$ cat config.mk
export PLATFORM = sky130hd
export DESIGN_NAME = pad_edge_key_event_encoder_unit
export DESIGN_NICKNAME = d
export VERILOG_FILES = /design/src/sv/pekee_pkg.sv /design/src/sv/pekee_dp.sv /design/src/sv/pekee_ctrl.sv /design/src/sv/pad_edge_key_event_encoder_unit.sv
export SDC_FILE = /design/constraint.sdc
export NUM_CORES = 1
export LEC_CHECK = 0
export BUFFER_PORTS_ARGS = -buffer_cell sky130_fd_sc_hd__buf_4
export CAP_MARGIN = 25
export CORE_UTILIZATION = 60
export DETAILED_ROUTE_END_ITERATION = 16
export PLACE_DENSITY = 0.78
export SYNTH_ARGS = -nofsm -noshare
export SYNTH_HDL_FRONTEND = slang
export SYNTH_SLANG_ARGS = --single-unit
$ cat constraint.sdc
create_clock -name clk -period 5.05 [get_ports clk]
set_clock_uncertainty 0.15 [all_clocks]
set_input_delay 0.505 -clock clk [delete_from_list [all_inputs] [get_ports clk]]
set_output_delay 0.505 -clock clk [all_outputs]
set_load 0.01 [all_outputs]
$ cat src/sv/pekee_pkg.sv
// Shared types and constants for the pad edge key event encoder.
`timescale 1ns / 1ps

package pekee_pkg;

    // Pad and key table geometry
    localparam int NUM_BUTTONS   = 16;
    localparam int KEY_BITS      = 9;
    localparam int MAP_A_BITS    = 63;
    localparam int MAP_B_BITS    = 63;
    localparam int MAP_C_BITS    = 18;
    localparam int GATE_BITS     = 16;
    localparam int TIME_BITS     = 32;
    localparam int CFG_IDX_BITS  = 2;
    localparam int CFG_DATA_BITS = 63;
    localparam int IDX_BITS      = $clog2(NUM_BUTTONS);

    localparam logic [GATE_BITS-1:0] GATE_RESET = GATE_BITS'(4000);

    // Configuration register indices
    localparam logic [CFG_IDX_BITS-1:0] CFG_MAP_A = 2'd0;
    localparam logic [CFG_IDX_BITS-1:0] CFG_MAP_B = 2'd1;
    localparam logic [CFG_IDX_BITS-1:0] CFG_MAP_C = 2'd2;
    localparam logic [CFG_IDX_BITS-1:0] CFG_GATE  = 2'd3;

    // Input function codes
    localparam logic FUNC_SAMPLE = 1'b0;
    localparam logic FUNC_REOPEN = 1'b1;

    // Controller to datapath commands
    typedef struct packed {
        logic load;   // take the input transaction
        logic emit;   // move the lowest pending event into the output register
    } cmd_t;

    // Datapath to controller status
    typedef struct packed {
        logic pending_any;   // at least one mapped change still to emit
        logic pending_one;   // exactly one left
        logic out_free;      // output register can take an event this cycle
    } status_t;

endpackage

$ cat src/sv/pekee_dp.sv
// Datapath: configuration, gate, button history, pending events and output register.
`timescale 1ns / 1ps

module pekee_dp import pekee_pkg::*; (
    input  logic                      clk,
    input  logic                      rst_n,
    input  cmd_t                      cmd,
    output status_t                   status,
    input  logic                      cfg_we,
    input  logic [CFG_IDX_BITS-1:0]   cfg_index,
    input  logic [CFG_DATA_BITS-1:0]  cfg_data,
    input  logic                      func,
    input  logic [NUM_BUTTONS-1:0]    buttons,
    input  logic [TIME_BITS-1:0]      now_us,
    output logic                      out_valid,
    input  logic                      out_stall,
    output logic [KEY_BITS-1:0]       key_code,
    output logic                      pressed,
    output logic                      last
);

    logic [MAP_A_BITS-1:0]  map_a_reg;
    logic [MAP_B_BITS-1:0]  map_b_reg;
    logic [MAP_C_BITS-1:0]  map_c_reg;
    logic [GATE_BITS-1:0]   gate_reg;
    logic [NUM_BUTTONS-1:0] prev_buttons_reg;
    logic [TIME_BITS-1:0]   last_time_reg;
    logic [NUM_BUTTONS-1:0] pending_reg;
    logic                   out_valid_reg;
    logic [KEY_BITS-1:0]    key_code_reg;
    logic                   pressed_reg;
    logic                   last_reg;

    logic [KEY_BITS-1:0]    codes [NUM_BUTTONS];
    logic [NUM_BUTTONS-1:0] mapped;
    logic [NUM_BUTTONS-1:0] changed;
    logic [TIME_BITS-1:0]   elapsed;
    logic                   gate_open;
    logic [NUM_BUTTONS-1:0] lowest;
    logic [NUM_BUTTONS-1:0] rest;
    logic [IDX_BITS-1:0]    sel_idx;

    // Key table unpacked from the three map registers
    always_comb
    begin
        for (int i = 0; i < 7; i++)
        begin
            codes[i]     = map_a_reg[i*KEY_BITS +: KEY_BITS];
            codes[i + 7] = map_b_reg[i*KEY_BITS +: KEY_BITS];
        end
        for (int i = 0; i < 2; i++)
            codes[i + 14] = map_c_reg[i*KEY_BITS +: KEY_BITS];
        for (int i = 0; i < NUM_BUTTONS; i++)
            mapped[i] = (codes[i] != '0);
    end

    // Poll gate: open when never sampled or enough time has passed (wrapping)
    assign elapsed   = now_us - last_time_reg;
    assign gate_open = (last_time_reg == '0) ||
                       (elapsed[TIME_BITS-1:GATE_BITS] != '0) ||
                       (elapsed[GATE_BITS-1:0] >= gate_reg);
    assign changed   = buttons ^ prev_buttons_reg;

    // Lowest pending button
    assign lowest = pending_reg & (~pending_reg + NUM_BUTTONS'(1));
    assign rest   = pending_reg & ~lowest;
    always_comb
    begin
        sel_idx = '0;
        for (int i = 0; i < NUM_BUTTONS; i++)
            if (lowest[i])
                sel_idx = IDX_BITS'(i);
    end

    assign status.pending_any = (pending_reg != '0);
    assign status.pending_one = (pending_reg != '0) && (rest == '0);
    assign status.out_free    = !out_valid_reg || !out_stall;

    // Configuration registers
    always_ff @(posedge clk or negedge rst_n)
    begin
        if (!rst_n)
        begin
            map_a_reg <= '0;
            map_b_reg <= '0;
            map_c_reg <= '0;
            gate_reg  <= GATE_RESET;
        end
        else if (cfg_we)
        begin
            case (cfg_index)
                CFG_MAP_A: map_a_reg <= cfg_data[MAP_A_BITS-1:0];
                CFG_MAP_B: map_b_reg <= cfg_data[MAP_B_BITS-1:0];
                CFG_MAP_C: map_c_reg <= cfg_data[MAP_C_BITS-1:0];
                CFG_GATE:  gate_reg  <= cfg_data[GATE_BITS-1:0];
                default:   ;
            endcase
        end
    end

    // Button history, gate time and pending change set
    always_ff @(posedge clk or negedge rst_n)
    begin
        if (!rst_n)
        begin
            prev_buttons_reg <= '0;
            last_time_reg    <= '0;
            pending_reg      <= '0;
        end
        else if (cmd.load)
        begin
            if (func == FUNC_REOPEN)
                last_time_reg <= '0;
            else if (gate_open)
            begin
                prev_buttons_reg <= buttons;
                last_time_reg    <= (now_us == '0) ? TIME_BITS'(1) : now_us;
                pending_reg      <= changed & mapped;
            end
        end
        else if (cmd.emit)
            pending_reg <= rest;
    end

    // Output register
    always_ff @(posedge clk or negedge rst_n)
    begin
        if (!rst_n)
            out_valid_reg <= 1'b0;
        else if (cmd.emit)
            out_valid_reg <= 1'b1;
        else if (!out_stall)
            out_valid_reg <= 1'b0;
    end

    always_ff @(posedge clk)
    begin
        if (cmd.emit)
        begin
            key_code_reg <= codes[sel_idx];
            pressed_reg  <= prev_buttons_reg[sel_idx];
            last_reg     <= (rest == '0);
        end
    end

    assign out_valid = out_valid_reg;
    assign key_code  = key_code_reg;
    assign pressed   = pressed_reg;
    assign last      = last_reg;

    // Checks
    a_emit_needs_pending: assert property (@(posedge clk) disable iff (!rst_n)
        cmd.emit |-> status.pending_any)
        else $error("event emitted with nothing pending");

    a_emit_needs_room: assert property (@(posedge clk) disable iff (!rst_n)
        cmd.emit |-> status.out_free)
        else $error("event overwrote an untaken output");

    a_last_clears: assert property (@(posedge clk) disable iff (!rst_n)
        (cmd.emit && status.pending_one) |=> (pending_reg == '0) && last_reg)
        else $error("final event left changes pending");

    a_no_load_emit: assert property (@(posedge clk) disable iff (!rst_n)
        !(cmd.load && cmd.emit))
        else $error("load and emit in the same cycle");

endmodule

$ cat src/sv/pekee_ctrl.sv
// Controller: accepts one transaction, then walks its pending events.
`timescale 1ns / 1ps

module pekee_ctrl import pekee_pkg::*; (
    input  logic    clk,
    input  logic    rst_n,
    input  logic    in_valid,
    output logic    in_stall,
    input  status_t status,
    output cmd_t    cmd
);

    typedef enum logic [0:0] {
        ST_IDLE,
        ST_SCAN
    } state_t;

    state_t state_reg;
    state_t state_next;

    // Commands
    assign in_stall = (state_reg != ST_IDLE);
    assign cmd.load = (state_reg == ST_IDLE) && in_valid;
    assign cmd.emit = (state_reg == ST_SCAN) && status.pending_any && status.out_free;

    // Next state
    always_comb
    begin
        state_next = state_reg;
        case (state_reg)
            ST_IDLE:
                if (in_valid)
                    state_next = ST_SCAN;
            ST_SCAN:
                if (!status.pending_any || (cmd.emit && status.pending_one))
                    state_next = ST_IDLE;
            default:
                state_next = ST_IDLE;
        endcase
    end

    always_ff @(posedge clk or negedge rst_n)
    begin
        if (!rst_n)
            state_reg <= ST_IDLE;
        else
            state_reg <= state_next;
    end

    // Checks
    a_idle_empty: assert property (@(posedge clk) disable iff (!rst_n)
        (state_reg == ST_IDLE) |-> !status.pending_any)
        else $error("idle with events still pending");

endmodule

$ cat src/sv/pad_edge_key_event_encoder_unit.sv
// Top level of the pad edge key event encoder.
// The transaction is first loaded into the pending set; its lowest event is then registered at the output.
// Each transaction's N mapped changed buttons (0..16) leave the pending set as events,
//   the controller emitting one event per cycle while the output register is free.
// Output stall holds events; input is stalled until the last event is registered.
// Reset (rst_n, asynchronous): gate open, history clear, table unmapped, gate 4000 us.
`timescale 1ns / 1ps

module pad_edge_key_event_encoder_unit import pekee_pkg::*; (
    input  logic                      clk,
    input  logic                      rst_n,
    input  logic                      cfg_we,
    input  logic [CFG_IDX_BITS-1:0]   cfg_index,
    input  logic [CFG_DATA_BITS-1:0]  cfg_data,
    input  logic                      in_valid,
    output logic                      in_stall,
    input  logic                      func,
    input  logic [NUM_BUTTONS-1:0]    buttons,
    input  logic [TIME_BITS-1:0]      now_us,
    output logic                      out_valid,
    input  logic                      out_stall,
    output logic [KEY_BITS-1:0]       key_code,
    output logic                      pressed,
    output logic                      last
);

    cmd_t    cmd;
    status_t status;

    pekee_ctrl u_ctrl (
        .clk      (clk),
        .rst_n    (rst_n),
        .in_valid (in_valid),
        .in_stall (in_stall),
        .status   (status),
        .cmd      (cmd)
    );

    pekee_dp u_dp (
        .clk       (clk),
        .rst_n     (rst_n),
        .cmd       (cmd),
        .status    (status),
        .cfg_we    (cfg_we),
        .cfg_index (cfg_index),
        .cfg_data  (cfg_data),
        .func      (func),
        .buttons   (buttons),
        .now_us    (now_us),
        .out_valid (out_valid),
        .out_stall (out_stall),
        .key_code  (key_code),
        .pressed   (pressed),
        .last      (last)
    );

endmodule

==> impl_metrics.toml <==
[routing]
final_antenna_net_count = 0
vias_per_cell = 6.21
routed_wl_um = 36900
via_count = 10900
drtIter0Drc = 845
drc = 0
drtPass1Iterations = 5
wl_per_cell_um = 21.0

[timing]
fmax_mhz = 205
worst_slack_ns = 0.168
hold_viol_final = 0
fin_crit_sh_pct = 96.7
fin_crit_ns = 4.88
slew_viol_final = 0
setup_viol = 0
worst_slew_pin_slew_ns = 0.913
slew_headroom_pct = 39.2

[logic_synthesis]
synth_cells = 1302
synthesis.area_mm2 = 0.0141
yosysWarnings = 0
synthesis.nets = 1469
syn_avg_cell_area_um2 = 10.8
async_flop_share_pct = 95.4
ys_seq_area_share_pct = 42.5
synth.distinct_cells = 71
synthFlopType = "dfrtp_1"
ys_ff_latch = 237
synth-edff-count = 11

[outcome]
status = "complete, no violations"

[clocking]
cts.path.max_buffers = 3
clk_latency_ns = 0.55
cts_root_buf = "clkbuf_16"
numCtsBuffers = 26
path_clk_slew_ns = 0.07
cts_sinks = 237
htree_levels = 1
cts_tree = "done"

[cells_and_area]
drive_gt1_share_pct = 28.0
syn_to_final_growth_pct = 16.9
diodes = 0
nets = 1593
post-route-util_pct = 72.2

[grt]
grt_pass1_vias = 10700
antenna_found_initial = 0
overflow = 0
grt_pass1_wl_um = 58100
gr-usage-all-layers_pct = 30.9
grt_max_degree = 120

[critical_path]
critPathLaunch = "u_dp.last_time_reg[0]"
arrival_ns = 5.15
rr_endpoint = "u_dp.prev_buttons_reg[13]"
critPathLaunchType = "flop"
rrSetupSlack_ns = 0.17
critPathCapture = "u_dp.prev_buttons_reg[13]"
cp.required_ns = 5.32
regToRegStartpoint = "u_dp.last_time_reg[0]"
critPathKind = "flop to flop"
cp-end-kind = "flop"
path_max_fanout = 17
reg2reg_depth = 19

[job]
max_cap_viol_count = 0

[pwr]
peakVddDrop_mv = 0.617
p_leak_nw = 7.60
power_density_mw_per_mm2 = 700

[floorplanning]
die_area_mm2 = 0.0241
die_y_um = 155
fp.dieW_um = 155
core_mm2 = 0.0228
start_util_pct = 61.8
rows = 55
ioPinCount = 132

[min_path]
hold_path_class = "primary input to flop"

[placed_design]
io_buffers = 131
pre_cts_slack_ns = -0.129
gp_congestion = 0.930
dp_hpwl_um = 26400
## critical path, stage by stage (launching register included)
cell	delay, ns
dfrtp_2	0.45
ha_1	0.23
fa_1	0.40
nor2b_2	0.15
o2111ai_1	0.15
buf_4	0.18
and2_1	0.18
o21bai_2	0.17
xor2_1	0.09
ha_1	0.19
a21o_1	0.16
a21o_1	0.17
a222oi_1	0.39
nand4_1	0.17
nor4_2	0.32
nand4_1	0.17
nor4_4	0.29
or3_4	0.21
buf_12	0.16
mux2_2	0.34
## worst min path at each step
| stage | to | slack [ns] | startpoint | cells past startpoint |
|---|---|---|---|---|
| 5_1_grt | u_dp.map_b_reg[43] | 0.04 | cfg_data[43] | 2 |
| 4_1_cts | u_dp.map_b_reg[43] | 0.03 | cfg_data[43] | 2 |
| 3_3_place_gp | u_dp.gate_reg[3] | 0.34 | u_dp.gate_reg[3] | 1 |
| 3_5_place_dp | u_dp.gate_reg[15] | 0.34 | u_dp.gate_reg[15] | 1 |
| 2_1_floorplan | u_ctrl.in_stall | 0.06 | rst_n | 0 |
| 6_report | u_dp.map_b_reg[43] | 0.04 | cfg_data[43] | 2 |
## cells in the mapped netlist (all sizes together) (17+ instances only)
| cell type | n | share of area, % |
|---|---|---|
| a21oi | 47 | 1.7 |
| dfrtp | 220 | 39 |
| clkbuf | 29 | 0.77 |
| xor2 | 23 | 1.4 |
| inv | 82 | 2.2 |
| mux2 | 176 | 14 |
| nand2 | 90 | 2.4 |
| ha | 47 | 4.2 |
| a21o | 18 | 0.96 |
| o21ai | 33 | 1.2 |
| nor2 | 64 | 1.7 |
| nor4 | 38 | 1.9 |
| nand3b | 25 | 1.3 |
| buf | 32 | 1.2 |
| o41ai | 17 | 1.1 |
| mux2i | 167 | 12 |
| o211ai | 25 | 1.3 |
## per-layer routing
layer	track usage, %	wire (um)	vias to the layer above
met3	3.96	1980	64
met4	9.24	1050	0
met1	44.1	16600	5459
met5	0	0	-
li1	-	-	5044
met2	49.2	17300	355
## power breakdown
group	switching (mW)	total (mW)	leakage [nW]	internal (mW)
Combinational	3.48	6.44	4.32	2.96
Sequential	0.522	3.06	2.83	2.54
Clock	0.816	2.05	0.450	1.23
Total	4.82	11.5	7.60	6.73
## cell usage in the layout, fill, tap and decap left out, types with 35 or more instances in the layout
cell,n
mux2_2,174
buf_4,148
nor2_1,64
inv_1,82
a21oi_1,45
nand2_1,90
mux2i_1,167
nor4_1,35
ha_1,47
dfrtp_1,219
## through the flow
| step | std cells | area, um^2 | power (mW) | hold WS, ns | setup TNS (ns) |
|---|---|---|---|---|---|
| 2_1_floorplan | 1302 | 14100 | 7.70 | 0.0594 | 0 |
| 3_5_place_dp | 1708 | 15500 | 9.31 | 0.345 | -2.40 |
| 3_3_place_gp | 1708 | 15500 | 9.14 | 0.340 | 0 |
| 5_1_grt | 1759 | 16500 | 12.2 | 0.0351 | -0.640 |
| 6_report | 1759 | 16500 | 11.5 | 0.0436 | 0 |
| 4_1_cts | 1757 | 16400 | 11.4 | 0.0339 | 0 |
## what timing repair did
item | 4_1_cts | 5_1_grt
endpoints found under the hold margin | 107 | 0
resized for setup | 0 | 8
endpoints found under the setup margin | 0 | 59
setup buffers | 0 | 0
hold buffers | 1 | 0
## final cells by class
class	instances	area, um^2
clock buffers	34	763
repair buffers	157	1270
well taps	313	392
flip-flops and latches	237	5990
inverters	82	308
clock inverters	14	188
fillers	1665	6340
multi-input cells	922	7580
## cell families (layout without fill, tap and decap cells)
logic type      Yosys count  count (layout)  synth area share, %
flops                   237             237                 42.5
mux                     343             343                 25.9
simple gates            286             286                 10.5
buf+inv                 143             287                 4.20
compound gates          203             203                 10.1
fa+ha+maj                52              52                 4.59
xor+xnor                 38              38                 2.36
Power figures use the tool's default switching activity.
